### src/sv/sidta_pkg.sv
// Shared types, constants and helpers for the signed integer to decimal ASCII block.
package sidta_pkg;

  localparam int unsigned MagW   = 32;
  localparam int unsigned DigitN = 10;
  localparam int unsigned BcdW   = 4 * DigitN;
  localparam int unsigned CntW   = $clog2(MagW);
  localparam int unsigned IdxW   = $clog2(DigitN);

  localparam logic [CntW-1:0] CntLast   = CntW'(MagW - 1);
  localparam logic [7:0]      CharMinus = 8'd45;
  localparam logic [7:0]      CharZero  = 8'd48;

  typedef enum logic [1:0] {
    ST_IDLE,
    ST_CONVERT,
    ST_PREP,
    ST_EMIT
  } state_e;

  typedef struct packed {
    logic load;
    logic shift;
    logic prep;
    logic emit;
  } dp_cmd_t;

  typedef struct packed {
    logic conv_done;
    logic emit_last;
    logic out_free;
  } dp_sts_t;

  // Index of the most significant nonzero digit, zero when all digits are zero.
  function automatic logic [IdxW-1:0] lead_digit(input logic [BcdW-1:0] bcd);
    logic [IdxW-1:0] idx;
    idx = '0;
    for (int i = 0; i < DigitN; i++) begin
      if (bcd[4*i +: 4] != 4'd0) begin
        idx = IdxW'(i);
      end
    end
    return idx;
  endfunction

  // One double-dabble step: correct each digit, then shift the whole word left.
  function automatic logic [BcdW+MagW-1:0] dabble_step(input logic [BcdW-1:0] bcd,
                                                       input logic [MagW-1:0] mag);
    logic [BcdW-1:0] adj;
    adj = bcd;
    for (int i = 0; i < DigitN; i++) begin
      if (bcd[4*i +: 4] >= 4'd5) begin
        adj[4*i +: 4] = bcd[4*i +: 4] + 4'd3;
      end
    end
    return {adj[BcdW-2:0], mag, 1'b0};
  endfunction

endpackage

### src/sv/sidta_datapath.sv
// Datapath: magnitude and BCD registers, digit pointer and output register.
module sidta_datapath
  import sidta_pkg::*;
(
  input  logic              clk_i,
  input  logic              rst_ni,
  input  dp_cmd_t           cmd_i,
  output dp_sts_t           sts_o,
  input  logic signed [31:0] value_i,
  input  logic              stall_i,
  output logic              valid_o,
  output logic [7:0]        ascii_char_o,
  output logic              last_char_o
);

  logic [MagW-1:0] mag_q, mag_d;
  logic [BcdW-1:0] bcd_q, bcd_d;
  logic [CntW-1:0] cnt_q, cnt_d;
  logic            neg_q, neg_d;
  logic            sign_pend_q, sign_pend_d;
  logic [IdxW-1:0] idx_q, idx_d;
  logic            out_valid_q, out_valid_d;
  logic [7:0]      char_q, char_d;
  logic            last_q, last_d;

  logic [MagW-1:0]      raw;
  logic [BcdW+MagW-1:0] step;
  logic [3:0]           cur_digit;

  assign raw       = MagW'(unsigned'(value_i));
  assign step      = dabble_step(bcd_q, mag_q);
  assign cur_digit = bcd_q[{idx_q, 2'b00} +: 4];

  assign sts_o.conv_done = (cnt_q == CntLast);
  assign sts_o.emit_last = !sign_pend_q && (idx_q == '0);
  assign sts_o.out_free  = !out_valid_q || !stall_i;

  always_comb begin
    mag_d       = mag_q;
    bcd_d       = bcd_q;
    cnt_d       = cnt_q;
    neg_d       = neg_q;
    sign_pend_d = sign_pend_q;
    idx_d       = idx_q;
    char_d      = char_q;
    last_d      = last_q;
    out_valid_d = out_valid_q && stall_i;

    if (cmd_i.load) begin
      neg_d = raw[MagW-1];
      mag_d = raw[MagW-1] ? (~raw + MagW'(1)) : raw;
      bcd_d = '0;
      cnt_d = '0;
    end
    if (cmd_i.shift) begin
      {bcd_d, mag_d} = step;
      cnt_d = cnt_q + CntW'(1);
    end
    if (cmd_i.prep) begin
      idx_d       = lead_digit(bcd_q);
      sign_pend_d = neg_q;
    end
    if (cmd_i.emit) begin
      out_valid_d = 1'b1;
      if (sign_pend_q) begin
        char_d      = CharMinus;
        last_d      = 1'b0;
        sign_pend_d = 1'b0;
      end else begin
        char_d = CharZero + {4'd0, cur_digit};
        last_d = (idx_q == '0);
        idx_d  = idx_q - IdxW'(1);
      end
    end
  end

  always_ff @(posedge clk_i or negedge rst_ni) begin
    if (!rst_ni) begin
      cnt_q       <= '0;
      neg_q       <= 1'b0;
      sign_pend_q <= 1'b0;
      idx_q       <= '0;
      out_valid_q <= 1'b0;
    end else begin
      cnt_q       <= cnt_d;
      neg_q       <= neg_d;
      sign_pend_q <= sign_pend_d;
      idx_q       <= idx_d;
      out_valid_q <= out_valid_d;
    end
  end

  always_ff @(posedge clk_i) begin
    mag_q  <= mag_d;
    bcd_q  <= bcd_d;
    char_q <= char_d;
    last_q <= last_d;
  end

  assign valid_o      = out_valid_q;
  assign ascii_char_o = char_q;
  assign last_char_o  = last_q;

`ifndef ASSERT_OFF
  a_load_clears: assert property (@(posedge clk_i) disable iff (!rst_ni)
    cmd_i.load |=> (cnt_q == '0) && (bcd_q == '0))
    else $error("conversion did not restart cleanly after load");

  a_emit_has_room: assert property (@(posedge clk_i) disable iff (!rst_ni)
    cmd_i.emit |-> sts_o.out_free)
    else $error("character emitted over an untaken output");

  a_char_legal: assert property (@(posedge clk_i) disable iff (!rst_ni)
    out_valid_q |-> (char_q == CharMinus) || ((char_q >= CharZero) && (char_q <= 8'd57)))
    else $error("output character is neither a digit nor a minus sign");

  a_digit_in_range: assert property (@(posedge clk_i) disable iff (!rst_ni)
    (cmd_i.emit && !sign_pend_q) |-> (idx_q < IdxW'(DigitN)))
    else $error("digit pointer beyond the BCD word");
`endif

endmodule

### src/sv/sidta_ctrl.sv
// Controller: sequences load, conversion steps, digit search and character output.
module sidta_ctrl
  import sidta_pkg::*;
(
  input  logic    clk_i,
  input  logic    rst_ni,
  input  logic    valid_i,
  output logic    stall_o,
  output dp_cmd_t cmd_o,
  input  dp_sts_t sts_i
);

  state_e state_q, state_d;

  always_comb begin
    state_d = state_q;
    unique case (state_q)
      ST_IDLE:    if (valid_i) state_d = ST_CONVERT;
      ST_CONVERT: if (sts_i.conv_done) state_d = ST_PREP;
      ST_PREP:    state_d = ST_EMIT;
      ST_EMIT:    if (sts_i.out_free && sts_i.emit_last) state_d = ST_IDLE;
      default:    state_d = ST_IDLE;
    endcase
  end

  always_comb begin
    cmd_o   = '0;
    stall_o = 1'b1;
    unique case (state_q)
      ST_IDLE: begin
        stall_o    = 1'b0;
        cmd_o.load = valid_i;
      end
      ST_CONVERT: cmd_o.shift = 1'b1;
      ST_PREP:    cmd_o.prep  = 1'b1;
      ST_EMIT:    cmd_o.emit  = sts_i.out_free;
      default:    cmd_o       = '0;
    endcase
  end

  always_ff @(posedge clk_i or negedge rst_ni) begin
    if (!rst_ni) begin
      state_q <= ST_IDLE;
    end else begin
      state_q <= state_d;
    end
  end

endmodule

### src/sv/signed_int_to_decimal_ascii_top.sv
// Top level: signed 32-bit integer to decimal ASCII text converter.
//
// Input channel: value_i with valid_i; a transaction completes when valid_i is
// high and stall_o is low. stall_o stays high from acceptance until the last
// character of that number has been placed in the output register.
// Output channel: ascii_char_o and last_char_o with valid_o; a transaction
// completes when valid_o is high and stall_i is low. Each number gives an
// optional '-' followed by its digits, most significant first, with no leading
// zeros; last_char_o marks the final character.
// Timing: the magnitude runs through 32 double-dabble steps (one per cycle),
// the ST_PREP state then finds the leading digit, then one character per cycle
// enters the output register while the receiver does not stall. An item of n
// characters has n in the range 1..11.
// Stalls: a stalled character holds in the output register and the next one
// waits behind it; the next input is taken once the last character is loaded.
// Reset: returns to idle and drops any pending output character.
module signed_int_to_decimal_ascii_top
  import sidta_pkg::*;
(
  input  logic               clk_i,
  input  logic               rst_ni,
  input  logic               valid_i,
  output logic               stall_o,
  input  logic signed [31:0] value_i,
  output logic               valid_o,
  input  logic               stall_i,
  output logic [7:0]         ascii_char_o,
  output logic               last_char_o
);

  dp_cmd_t cmd;
  dp_sts_t sts;

  sidta_ctrl u_ctrl (
    .clk_i   (clk_i),
    .rst_ni  (rst_ni),
    .valid_i (valid_i),
    .stall_o (stall_o),
    .cmd_o   (cmd),
    .sts_i   (sts)
  );

  sidta_datapath u_datapath (
    .clk_i        (clk_i),
    .rst_ni       (rst_ni),
    .cmd_i        (cmd),
    .sts_o        (sts),
    .value_i      (value_i),
    .stall_i      (stall_i),
    .valid_o      (valid_o),
    .ascii_char_o (ascii_char_o),
    .last_char_o  (last_char_o)
  );

endmodule

### config.mk
export PLATFORM = sky130hd
export DESIGN_NAME = signed_int_to_decimal_ascii_top
export DESIGN_NICKNAME = d
export VERILOG_FILES = /design/src/sv/sidta_pkg.sv /design/src/sv/sidta_datapath.sv /design/src/sv/sidta_ctrl.sv /design/src/sv/signed_int_to_decimal_ascii_top.sv
export SDC_FILE = /design/constraint.sdc
export NUM_CORES = 1
export LEC_CHECK = 0
export BUFFER_PORTS_ARGS = -buffer_cell sky130_fd_sc_hd__buf_4
export CELL_PAD_IN_SITES_DETAIL_PLACEMENT = 1
export CELL_PAD_IN_SITES_GLOBAL_PLACEMENT = 2
export CORE_MARGIN = 8
export CORE_UTILIZATION = 39
export CTS_CLUSTER_DIAMETER = 50
export DETAILED_ROUTE_END_ITERATION = 6
export GPL_TIMING_DRIVEN = 0
export PLACE_DENSITY = 0.92
export SLEW_MARGIN = 20
export SYNTH_ARGS = -nofsm -noshare
export SYNTH_HDL_FRONTEND = slang
export SYNTH_HIERARCHICAL = 1
export SYNTH_SLANG_ARGS = --single-unit
### constraint.sdc
create_clock -name clk_i -period 3.5 [get_ports clk_i]
set_input_delay 0.7 -clock clk_i [delete_from_list [all_inputs] [get_ports clk_i]]
set_output_delay 0.7 -clock clk_i [all_outputs]
set_load 0.03 [all_outputs]
==> reports/qor.yml, run 1 <==
outcome: "finished, final reports clean"
area_growth_pct: 15.5
cts_sinks: 92
grt_pass1_vias: 4868
max_cap_violations: 0
cts_tree: "done"
seq_area_frac_synth: 0.465
skew_ps: 7.58
grt.met2_usage: 0.281
period_minus_slack_ps: 2780
synth_ff_type: "edfxtp_1"
dp_hpwl_mm: 11.0
holdBufCountCts: 0
die-area_mm2: 0.0190
port_buffers: 42
grt_first_pass_wirelength_mm: 24.3
worst_pin_slew_ps: 739
yosys-top-cells-area: "edfxtp_1 (40%), ha_1 (6.3%), dfrtp_1 (6.1%)"
synthArstFlopShare: 0.152
synth_edf_count: 77
avgViaCountPerCell: 5.51
grt_use_total: 0.164
cp_common_cell: "inv_1"
arrival_ps: 2880
fill_cells: 1624
cts_resized: 0
post-route-period-util: 0.794
wl_per_cell_um: 18.3
multi_input_area_mm2: 0.00287
diodes: 0
final_cells: 811
synth-seq-cells: 92
hold_path.class: "primary input to async pin"
yosysTopAreaCellShare: 0.401
initialDrtViolationCount: 261
use_met1: 0.199
htreeDepth: 3
io_pins: 47
firstDrtPassIters: 4
synth_top_area_cell: "edfxtp_1"
p_total_mw: 6.15
die_h_um: 138
ant_nets: 0
endpoint_kind: "register"
fmax_mhz: 360
slew_violations: 0
antenna_found_initial: 0
vias: 4465
ir_drop_uv: 305
cp-start-kind: "register"
max_stage_delay_ps: 500
drive_gt1_frac: 0.132
path_cells: "inv_1, ha_1, inv_1, nor2_1, nor2b_1, clkbuf_1, nand2_1, o311ai_0"
cts-root-buf: "clkbuf_16"
use_met3: 0.0357
gp_congestion: 0.814
pre_cts_ws_ps: 519
cts_buffer_depth: 2
path_max_fanout: 9
reg2reg_to: "u_datapath/mag_q[27]"
syn_area_mm2: 0.00577
insertion_delay_ps: 350
rows: 44
post-route-drc-count: 0
required_ps: 3600
post_synth_num_cell_types: 51
leakagePower_nw: 2.56
initial_core_util: 0.399
path_clk_slew_ps: 70
reg2reg_setup_slack_ps: 720
fin_ws_ps: 722
crit_start: "u_ctrl/state_q[0]"
rsz0062_at_grt: "no"
fin_hold_ws_ps: 196
cts_buffers: 9
worst-r2r-cell-count: 8
cp_slowest_cell: "o311ai_0"
dieWidth_um: 138
seqCellArea_mm2: 0.00268
maxSlewHeadroom: 0.504
finalSetupViolations: 0
power.density_mw_per_mm2: 922
dp.cells: 795
path_class: "register to register"
nets: 687
core_region_area_mm2: 0.0145
layout_commonest_cell: "nand2_1"
drt_wl_total_mm: 14.8
grt_max_degree: 51
synthCells: 567
layout_common_cells: "nand2_1 (79), edfxtp_1 (77), o21ai_0 (58)"
busiest_layer: "met2"
finalHoldViolCount: 0
ys_warn_count: 6
rr_startpoint: "u_ctrl/state_q[0]"
cp-endpoint: "u_datapath/mag_q[27]"
grt_overflow: 0
post_cts_buffers: 0
synth.avg_cell_area_um2: 10.2
metrics by stage:
step	cell area (µm²)	utilization	setup TNS (ps)
floorplan	5780	-	0
global placement	6320	0.437	-35160
detailed placement	6350	0.439	0
CTS	6670	0.461	0
global route	6670	0.461	0
finish	6670	0.461	0
power by group:
group,internal (mW),switching [mW]
Combinational,1.07,1.59
Clock,0.623,0.421
Sequential,1.98,0.462
Total,3.68,2.47
area by class of cell:
cell class              instances  area share
clock buffers                   9      0.0338
multi-input cells             418       0.430
flip-flops and latches         92       0.402
well taps                     184      0.0345
clock inverters                 7      0.0137
inverters                      33      0.0189
plain buffers                  25      0.0158
repair buffers                 43      0.0514
cells in the mapped netlist, types with 11 or more instances:
| library cell | n |
|---|---|
| nor3_1 | 13 |
| xor2_1 | 34 |
| a21oi_1 | 12 |
| a21boi_0 | 11 |
| and2_1 | 22 |
| inv_1 | 32 |
| nand2_1 | 79 |
| o21ai_0 | 58 |
| mux2i_1 | 12 |
| dfrtp_1 | 14 |
| xnor2_1 | 12 |
| clkbuf_1 | 20 |
| nand2b_1 | 13 |
| ha_1 | 29 |
| edfxtp_1 | 77 |
| nor3b_1 | 11 |
| nor2_1 | 26 |
kinds of logic after synthesis:
family                     Yosys count  synth area share
and+or+nand+nor                    199             0.174
other                                2           0.00130
buffers and inverters               58            0.0397
muxes                               23            0.0579
adders and majority gates           29            0.0629
AOI/OAI and AO/OA                  118             0.130
DFF                                 92             0.465
xor gates and xnor gates            46            0.0698
worst max-delay path: cells and delay by family (launching register included):
kind / cells / cell delay [ps]
simple gates: 3 / 840
buf+inv: 3 / 570
compound gates: 1 / 500
flops: 1 / 420
fa+ha+maj: 1 / 200
worst min-delay path by stage:
stage	cells after the start	to	slack (ps)
5_1_grt	1	u_datapath/valid_o	190
2_1_floorplan	0	u_ctrl/state_q[0]	400
3_5_place_dp	1	u_datapath/cnt_q[4]	490
4_1_cts	1	u_datapath/cnt_q[3]	190
6_report	1	u_ctrl/state_q[0]	200
3_3_place_gp	2	u_datapath/mag_q[0]	480
per-layer routing:
metal  share of wire  up-vias
met2            0.50       96
li1                -     2141
met4           0.016        0
met1            0.45     2212
met5               0        -
met3           0.038       16
flip-flops by register name, indices dropped and copies added (netlist names):
name                     flops
u_datapath/mag_q            32
u_datapath/ascii_char_o      5
u_datapath/bcd_q            40
u_datapath/valid_o           1
u_datapath/last_char_o       1
u_ctrl/state_q               2
u_datapath/idx_q             4
u_datapath/neg_q             1
u_datapath/sign_pend_q       1
u_datapath/cnt_q             5
No activity file was read; power rests on OpenSTA's default activity.
==> run 2, diff against run 1 <==
--- a/config.mk
+++ b/config.mk
@@ -5,15 +5,16 @@
 export SDC_FILE = /design/constraint.sdc
 export NUM_CORES = 1
 export LEC_CHECK = 0
+export ABC_AREA = 1
 export BUFFER_PORTS_ARGS = -buffer_cell sky130_fd_sc_hd__buf_4
 export CELL_PAD_IN_SITES_DETAIL_PLACEMENT = 1
 export CELL_PAD_IN_SITES_GLOBAL_PLACEMENT = 2
 export CORE_MARGIN = 8
-export CORE_UTILIZATION = 39
+export CORE_UTILIZATION = 37
 export CTS_CLUSTER_DIAMETER = 50
 export DETAILED_ROUTE_END_ITERATION = 6
 export GPL_TIMING_DRIVEN = 0
-export PLACE_DENSITY = 0.92
+export PLACE_DENSITY = 0.93
 export SLEW_MARGIN = 20
 export SYNTH_ARGS = -nofsm -noshare
 export SYNTH_HDL_FRONTEND = slang
==> constraint.sdc (replaced) <==
create_clock -name clk_i -period 2.9 [get_ports clk_i]
set_input_delay 0.58 -clock clk_i [delete_from_list [all_inputs] [get_ports clk_i]]
set_output_delay 0.58 -clock clk_i [all_outputs]
set_load 0.03 [all_outputs]
==> run 2 against run 1 <==
Wire length rose by 14%. Sequential cell count is the same. Global-route usage up 0.72 points. Via count increased by 18%. Utilization is 2.5 points lower. Maximum frequency is 23% higher. Combinational power grew 22%. Sequential power is 16% higher. Critical endpoint is now u_datapath/mag_q[28]. Largest power group unchanged. Highest routed layer unchanged.
==> reports/qor.yml, run 2 <==
outcome: "finished, final reports clean"  # unchanged
pre_cts_ws_ps: 605  # was 519 ps
initial_core_util: 0.379  # was 0.399
path_class: "register to register"  # unchanged
synth_common_cells: "nand2_1 (163), inv_1 (93), o21ai_0 (78), edfxtp_1 (77), nor2_1 (64)"  # was nand2_1 (79), edfxtp_1 (77), o21ai_0 (58), xor2_1 (34), inv_1 (32)
yosys-top-cells-area: "edfxtp_1 (38%), nand2_1 (10%), o21ai_0 (6.5%)"  # was edfxtp_1 (40%), ha_1 (6.3%), dfrtp_1 (6.1%)
crit_start: "u_ctrl/state_q[0]"  # unchanged
critPathBufInv: 4  # was 3
insertion_delay_ps: 340  # was 350 ps
grt_use_total: 0.172  # was 0.164
synth.avg_cell_area_um2: 8.06  # was 10.2 µm²
synth_edf_count: 77  # unchanged
reg2reg_setup_slack_ps: 630  # was 720 ps
grt_pass1_vias: 5724  # was 4868
comb_power_share: 0.448  # was 0.432
post_cts_buffers: 0  # unchanged
cp-start-kind: "register"  # unchanged
ys_warn_count: 6  # unchanged
cts_tree: "done"  # unchanged
hold_path.class: "primary input to async pin"  # unchanged
switching_power_mw: 3.14  # was 2.47 mW
rsz0062_at_grt: "no"  # unchanged
cts_sinks: 92  # unchanged
intPower_mw: 4.09  # was 3.68 mW
reg2reg_to: "u_datapath/mag_q[28]"  # was u_datapath/mag_q[27]
post-route-period-util: 0.782  # was 0.794
power.share.clock: 0.160  # was 0.170
layout_commonest_cell: "nand2_1"  # unchanged
fmax_mhz: 441  # was 360 MHz
path_depth: 9  # was 8
top_register: "u_datapath/bcd_q"  # unchanged
die-area_mm2: 0.0207  # was 0.0190 mm²
max_cap_violations: 0  # unchanged
dieWidth_um: 144  # was 138 µm
power_frac_seq: 0.392  # was 0.398
grt_max_degree: 47  # was 51
dp.cells: 1010  # was 795
gp_congestion: 0.825  # was 0.814
fill_cells: 1983  # was 1624
rows: 46  # was 44
finalHoldViolCount: 0  # unchanged
required_ps: 2990  # was 3600 ps
arrival_ps: 2360  # was 2880 ps
switching_share: 0.435  # was 0.402
finalSetupViolations: 0  # unchanged
maxSlewHeadroom: 0.456  # was 0.504
worst-r2r-cell-count: 9  # was 8
post_synth_num_cell_types: 43  # was 51
fin_ws_ps: 633  # was 722 ps
wl_per_cell_um: 16.4  # was 18.3 µm
period_minus_slack_ps: 2270  # was 2780 ps
avgViaCountPerCell: 5.14  # was 5.51
leakagePower_nw: 2.97  # was 2.56 nW
firstDrtPassIters: 4  # unchanged
die_h_um: 144  # was 138 µm
p_total_mw: 7.23  # was 6.15 mW
dp_hpwl_mm: 13.1  # was 11.0 mm
synth.most_common_cell: "nand2_1"  # unchanged
initialDrtViolationCount: 368  # was 261
synthArstFlopShare: 0.152  # unchanged
synthCells: 749  # was 567
final_cells: 1026  # was 811
setup_tns_ps: 0  # unchanged
drive_gt1_frac: 0.125  # was 0.132
post-route-drc-count: 0  # unchanged
cp_top_family: "buffers and inverters"  # was simple AND/OR/NAND/NOR gates
seqCellArea_mm2: 0.00268  # unchanged
ant_nets: 0  # unchanged
synth_ff_type: "edfxtp_1"  # unchanged
path_clk_slew_ps: 60  # was 70 ps
core_region_area_mm2: 0.0159  # was 0.0145 mm²
cts-root-buf: "clkbuf_16"  # unchanged
diodes: 0  # unchanged
skew_ps: 2.29  # was 7.58 ps
seq_area_frac_synth: 0.445  # was 0.465
area_growth_pct: 15.1  # was 15.5%
max_stage_delay_ps: 420  # was 500 ps
path_cells: "inv_1, ha_1, nand2_1, inv_1, nand2_2, clkinv_1, clkbuf_8, nand3_1, nand2_1"  # was inv_1, ha_1, inv_1, nor2_1, nor2b_1, clkbuf_1, nand2_1, o311ai_0
path_max_fanout: 10  # was 9
cts_buffer_depth: 2  # unchanged
vias: 5271  # was 4465
drt_wl_total_mm: 16.8  # was 14.8 mm
largest_register_ff_count: 40  # unchanged
nets: 870  # was 687
synth-seq-cells: 92  # unchanged
endpoint_kind: "register"  # unchanged
reg_top3: "u_datapath/bcd_q x40, u_datapath/mag_q x32"  # unchanged
cts_buffers: 9  # unchanged
slew_violations: 0  # unchanged
worst_pin_slew_ps: 816  # was 739 ps
rr_startpoint: "u_ctrl/state_q[0]"  # unchanged
layout_common_cells: "nand2_1 (163), inv_1 (92), o21ai_0 (78)"  # was nand2_1 (79), edfxtp_1 (77), o21ai_0 (58)
power.density_mw_per_mm2: 1040  # was 922 mW/mm²
cp-endpoint: "u_datapath/mag_q[28]"  # was u_datapath/mag_q[27]
cp_slowest_cell: "dfrtp_1"  # was o311ai_0
htreeDepth: 3  # unchanged
syn_area_mm2: 0.00603  # was 0.00577 mm²
multi_input_area_mm2: 0.00287  # about the same
ir_drop_uv: 449  # was 305 µV
synth_top_area_cell: "edfxtp_1"  # unchanged
grt_first_pass_wirelength_mm: 28.1  # was 24.3 mm
yosysTopAreaCellShare: 0.383  # was 0.401
holdBufCountCts: 0  # unchanged
grt_overflow: 0  # unchanged
port_buffers: 43  # was 42
io_pins: 47  # unchanged
cts_resized: 0  # unchanged
antenna_found_initial: 0  # unchanged
-- run 2: cell types whose count changed after synthesis, sizes merged, moves of 10 or more --
cell	before	now
nand2	79	172
nor2	26	76
a21oi	12	61
nor3b	11	0
o21ai	58	90
nand4	2	15
xnor2	12	0
nand2b	13	0
and2	22	1
mux2i	12	0
xor2	34	16
nand3	10	44
a21boi	11	1
inv	32	94
-- run 2: how the worst min path moves through the flow --
stage,from,endpoint,slack [ps],depth (start not counted)
final,rst_ni,u_datapath/valid_o,80,1
after global routing,rst_ni,u_datapath/valid_o,90,1
after CTS,rst_ni,u_datapath/valid_o,80,1
after detailed placement,rst_ni,u_datapath/valid_o,450,1
after global placement,rst_ni,u_datapath/valid_o,440,1
after floorplan,rst_ni,u_ctrl/state_q[0],280,0
-- run 2: worst reg2reg max path, delay by kind of cell, from the launching register on --
family	cells	cell delay (ps)
adder cells (fa/ha/maj)	1	260
buffers and inverters	4	890
flip-flops	1	420
AND/OR/NAND/NOR	4	450
-- run 2: area by class of cell --
class | count | share of cell area
clock inverter | 5 | 0.00738
tap | 216 | 0.0389
buffer | 23 | 0.0178
multi-input combinational | 539 | 0.413
clock buffer | 11 | 0.0349
sequential | 92 | 0.386
inverter | 96 | 0.0522
timing repair buffer | 44 | 0.0493
-- run 2: routing by layer --
metal | vias up | GRT usage | routed length (µm)
li1 | 2626 | - | -
met1 | 2553 | 0.207 | 7570
met2 | 75 | 0.306 | 8550
met3 | 17 | 0.0202 | 432
met4 | 0 | 0.0647 | 282
met5 | - | 0 | 0
-- run 2: stage by stage --
step / hold WS (ps) / utilization / area (µm²)
after floorplan: 284 / - / 6040
after global placement: 443 / 0.416 / 6630
after detailed placement: 450 / 0.417 / 6650
after CTS: 79.0 / 0.436 / 6950
after global routing: 87.6 / 0.436 / 6950
final: 83.9 / 0.436 / 6950
-- run 2: cells by family (layout without fill, tap and decap cells) --
group	after synthesis	after routing	synth area share
simple gates	320	320	0.235
compound gates	171	171	0.156
buf+inv	119	179	0.0802
flops	92	92	0.445
fa+ha+maj	29	29	0.0601
xor+xnor	16	16	0.0232
other cells	2	3	0.00124
-- run 2: power groups by stage --
| stage | registers [mW] | logic [mW] | clock network, mW |
|---|---|---|---|
| finish | 2.83 | 3.24 | 1.16 |
| global route | 2.91 | 3.71 | 1.25 |
| CTS | 2.83 | 3.27 | 1.20 |
| detailed placement | 2.85 | 3.24 | 0 |
| global placement | 2.85 | 2.95 | 0 |
| floorplan | 2.78 | 2.19 | 0 |
==> run 3, diff against run 2 <==
--- a/config.mk
+++ b/config.mk
@@ -10,11 +10,11 @@
 export CELL_PAD_IN_SITES_DETAIL_PLACEMENT = 1
 export CELL_PAD_IN_SITES_GLOBAL_PLACEMENT = 2
 export CORE_MARGIN = 8
-export CORE_UTILIZATION = 37
+export CORE_UTILIZATION = 33
 export CTS_CLUSTER_DIAMETER = 50
 export DETAILED_ROUTE_END_ITERATION = 6
 export GPL_TIMING_DRIVEN = 0
-export PLACE_DENSITY = 0.93
+export PLACE_DENSITY = 0.89
 export SLEW_MARGIN = 20
 export SYNTH_ARGS = -nofsm -noshare
 export SYNTH_HDL_FRONTEND = slang
==> constraint.sdc (replaced) <==
create_clock -name clk_i -period 2.05 [get_ports clk_i]
set_input_delay 0.41 -clock clk_i [delete_from_list [all_inputs] [get_ports clk_i]]
set_output_delay 0.41 -clock clk_i [all_outputs]
set_load 0.03 [all_outputs]
==> run 3 against run 2 <==
Maximum frequency is 18% higher. Count of clock-buffer cells in the layout is the same. Combinational power is 44% higher. Via count increased by 0.13%. Setup slack worse by 500 ps. Sequential cell count did not move. Clock skew rose by 5.3 ps. Critical path depth did not move. Hold slack improved by 230 ps. Non-clock buffer count rose by 2. Final cell count is 1.5% higher. Critical path type unchanged. Highest routed layer unchanged.
==> reports/qor.yml, run 3 (synthesis gave the netlist of run 2 again) <==
drt_wl_total_mm: 16.7  # was 16.8 mm
vias: 5278  # was 5271
ir_drop_uv: 568  # was 449 µV
grt_max_degree: 35  # was 47
endpoint_kind: "register"  # unchanged
firstDrtPassIters: 4  # unchanged
arrival_ps: 2030  # was 2360 ps
final_cells: 1041  # was 1026
nets: 872  # was 870
period_minus_slack_ps: 1920  # was 2270 ps
layout_common_cells: "nand2_1 (163), inv_1 (88), o21ai_0 (78)"  # was nand2_1 (163), inv_1 (92), o21ai_0 (78)
antenna_found_initial: 0  # unchanged
io_pins: 47  # unchanged
dp_hpwl_mm: 12.7  # was 13.1 mm
initialDrtViolationCount: 235  # was 368
max_stage_delay_ps: 460  # was 420 ps
rr_startpoint: "u_ctrl/state_q[0]"  # unchanged
area_growth_pct: 16.8  # was 15.1%
core_region_area_mm2: 0.0180  # was 0.0159 mm²
grt_overflow: 0  # unchanged
leakagePower_nw: 2.98  # was 2.97 nW
htreeDepth: 3  # unchanged
die-area_mm2: 0.0229  # was 0.0207 mm²
wl_per_cell_um: 16.0  # was 16.4 µm
cts_buffer_depth: 2  # unchanged
hold_path.class: "primary input to register"  # was primary input to async pin
finalSetupViolations: 0  # unchanged
rsz0062_at_grt: "no"  # unchanged
cp-start-kind: "register"  # unchanged
cp_top_family: "buffers and inverters"  # unchanged
diodes: 0  # unchanged
largest_register_ff_count: 40  # unchanged
cts-root-buf: "clkbuf_16"  # unchanged
avgViaCountPerCell: 5.07  # was 5.14
rows: 49  # was 46
cts_buffers: 9  # unchanged
cp_slowest_cell: "dfrtp_1"  # unchanged
insertion_delay_ps: 350  # was 340 ps
slew_violations: 0  # unchanged
ant_nets: 0  # unchanged
maxSlewHeadroom: 0.507  # was 0.456
skew_ps: 7.63  # was 2.29 ps
top_register: "u_datapath/bcd_q"  # unchanged
power.density_mw_per_mm2: 1470  # was 1040 mW/mm²
initial_core_util: 0.336  # was 0.379
critPathBufInv: 4  # unchanged
dp.cells: 1024  # was 1010
drive_gt1_frac: 0.140  # was 0.125
post-route-drc-count: 0  # unchanged
path_class: "register to register"  # unchanged
path_max_fanout: 10  # unchanged
max_cap_violations: 0  # unchanged
outcome: "finished, final reports clean"  # unchanged
post-route-period-util: 0.937  # was 0.782
path_clk_slew_ps: 60  # about the same
layout_commonest_cell: "nand2_1"  # unchanged
hold_end: "u_datapath/valid_o"
worst-r2r-cell-count: 9  # unchanged
die_h_um: 151  # was 144 µm
reg2reg_setup_slack_ps: 130  # was 630 ps
grt_pass1_vias: 5443  # was 5724
finalHoldViolCount: 0  # unchanged
hold_path.startpoint: "stall_i"
grt_first_pass_wirelength_mm: 27.3  # was 28.1 mm
reg2reg_to: "u_datapath/mag_q[14]"  # was u_datapath/mag_q[28]
required_ps: 2160  # was 2990 ps
gp_congestion: 0.818  # was 0.825
holdPathStages: 3
worst_pin_slew_ps: 739  # was 816 ps
cts_sinks: 92  # unchanged
fin_hold_ws_ps: 311  # was 83.9 ps
path_cells: "inv_2, ha_4, nand2_1, inv_2, nand2_2, clkinv_2, clkbuf_8, nand3_1, nand2_1"  # was inv_1, ha_1, nand2_1, inv_1, nand2_2, clkinv_1, clkbuf_8, nand3_1, nand2_1
dieWidth_um: 151  # was 144 µm
fmax_mhz: 521  # was 441 MHz
reg_top3: "u_datapath/bcd_q x40, u_datapath/mag_q x32"  # unchanged
grt_use_total: 0.152  # was 0.172
port_buffers: 43  # unchanged
cts_tree: "done"  # unchanged
run 3: where the power goes:
group / switching [mW] / internal, mW / leakage [nW] / total, mW
Sequential: 0.653 / 3.37 / 0.947 / 4.02
Combinational: 3.12 / 1.54 / 1.89 / 4.66
Clock: 0.732 / 0.971 / 0.143 / 1.70
run 3: repair_timing:
item	CTS	global route
cloned	0	0
endpoints found under the setup margin	11	49
setup buffers	0	1
endpoints found under the hold margin	14	0
resized for setup	2	4
hold buffers	1	0
run 3: worst register-to-register path, stage by stage, from the launching register on:
cell and delay, ps:
dfrtp_1 460, inv_2 100, ha_4 170, nand2_1 70, inv_2 80, nand2_2 170, clkinv_2 210, clkbuf_8 230
nand3_1 130, nand2_1 60
run 3: how the worst max path moves through the flow:
stage | from | to | slack [ps] | depth (start not counted)
global route | u_ctrl/state_q[0] | u_datapath/mag_q[26] | 30 | 9
finish | u_ctrl/state_q[0] | u_datapath/mag_q[14] | 130 | 9
CTS | u_ctrl/state_q[0] | u_datapath/mag_q[3] | 70 | 7
floorplan | u_ctrl/state_q[1] | u_datapath/bcd_q[0] | -300 | 5
global placement | u_ctrl/state_q[1] | u_datapath/mag_q[4] | -1060 | 5
detailed placement | u_ctrl/state_q[0] | u_datapath/mag_q[14] | -90 | 9
run 3: area by class of cell:
cell class	count	area (µm²)
Fill cell	2196	10900
Multi-Input combinational cell	539	2910
Sequential cell	92	2680
Timing Repair Buffer	47	380
Inverter	96	365
Tap cell	229	287
Clock buffer	11	243
Buffer	22	128
Clock inverter	5	51.3
run 3: metrics by stage:
stage | setup TNS, ps | setup WS [ps] | cell area [µm²] | util | power, mW
after floorplan | -21290 | -298 | 6080 | - | 7.09
after global placement | -76610 | -1060 | 6690 | 0.372 | 8.47
after detailed placement | -619 | -87.2 | 6730 | 0.375 | 8.71
after CTS | 0 | 72.4 | 7040 | 0.392 | 10.5
after global routing | 0 | 30.2 | 7050 | 0.392 | 11.3
final | 0 | 129 | 7050 | 0.392 | 10.4
run 3: metal layers:
metal  vias up  routed length [µm]  GRT usage
li1       2633                   -          -
met1      2556                8030      0.189
met2        73                7990      0.262
met3        16                 388     0.0194
met4         0                 261     0.0564
met5         -                   0          0
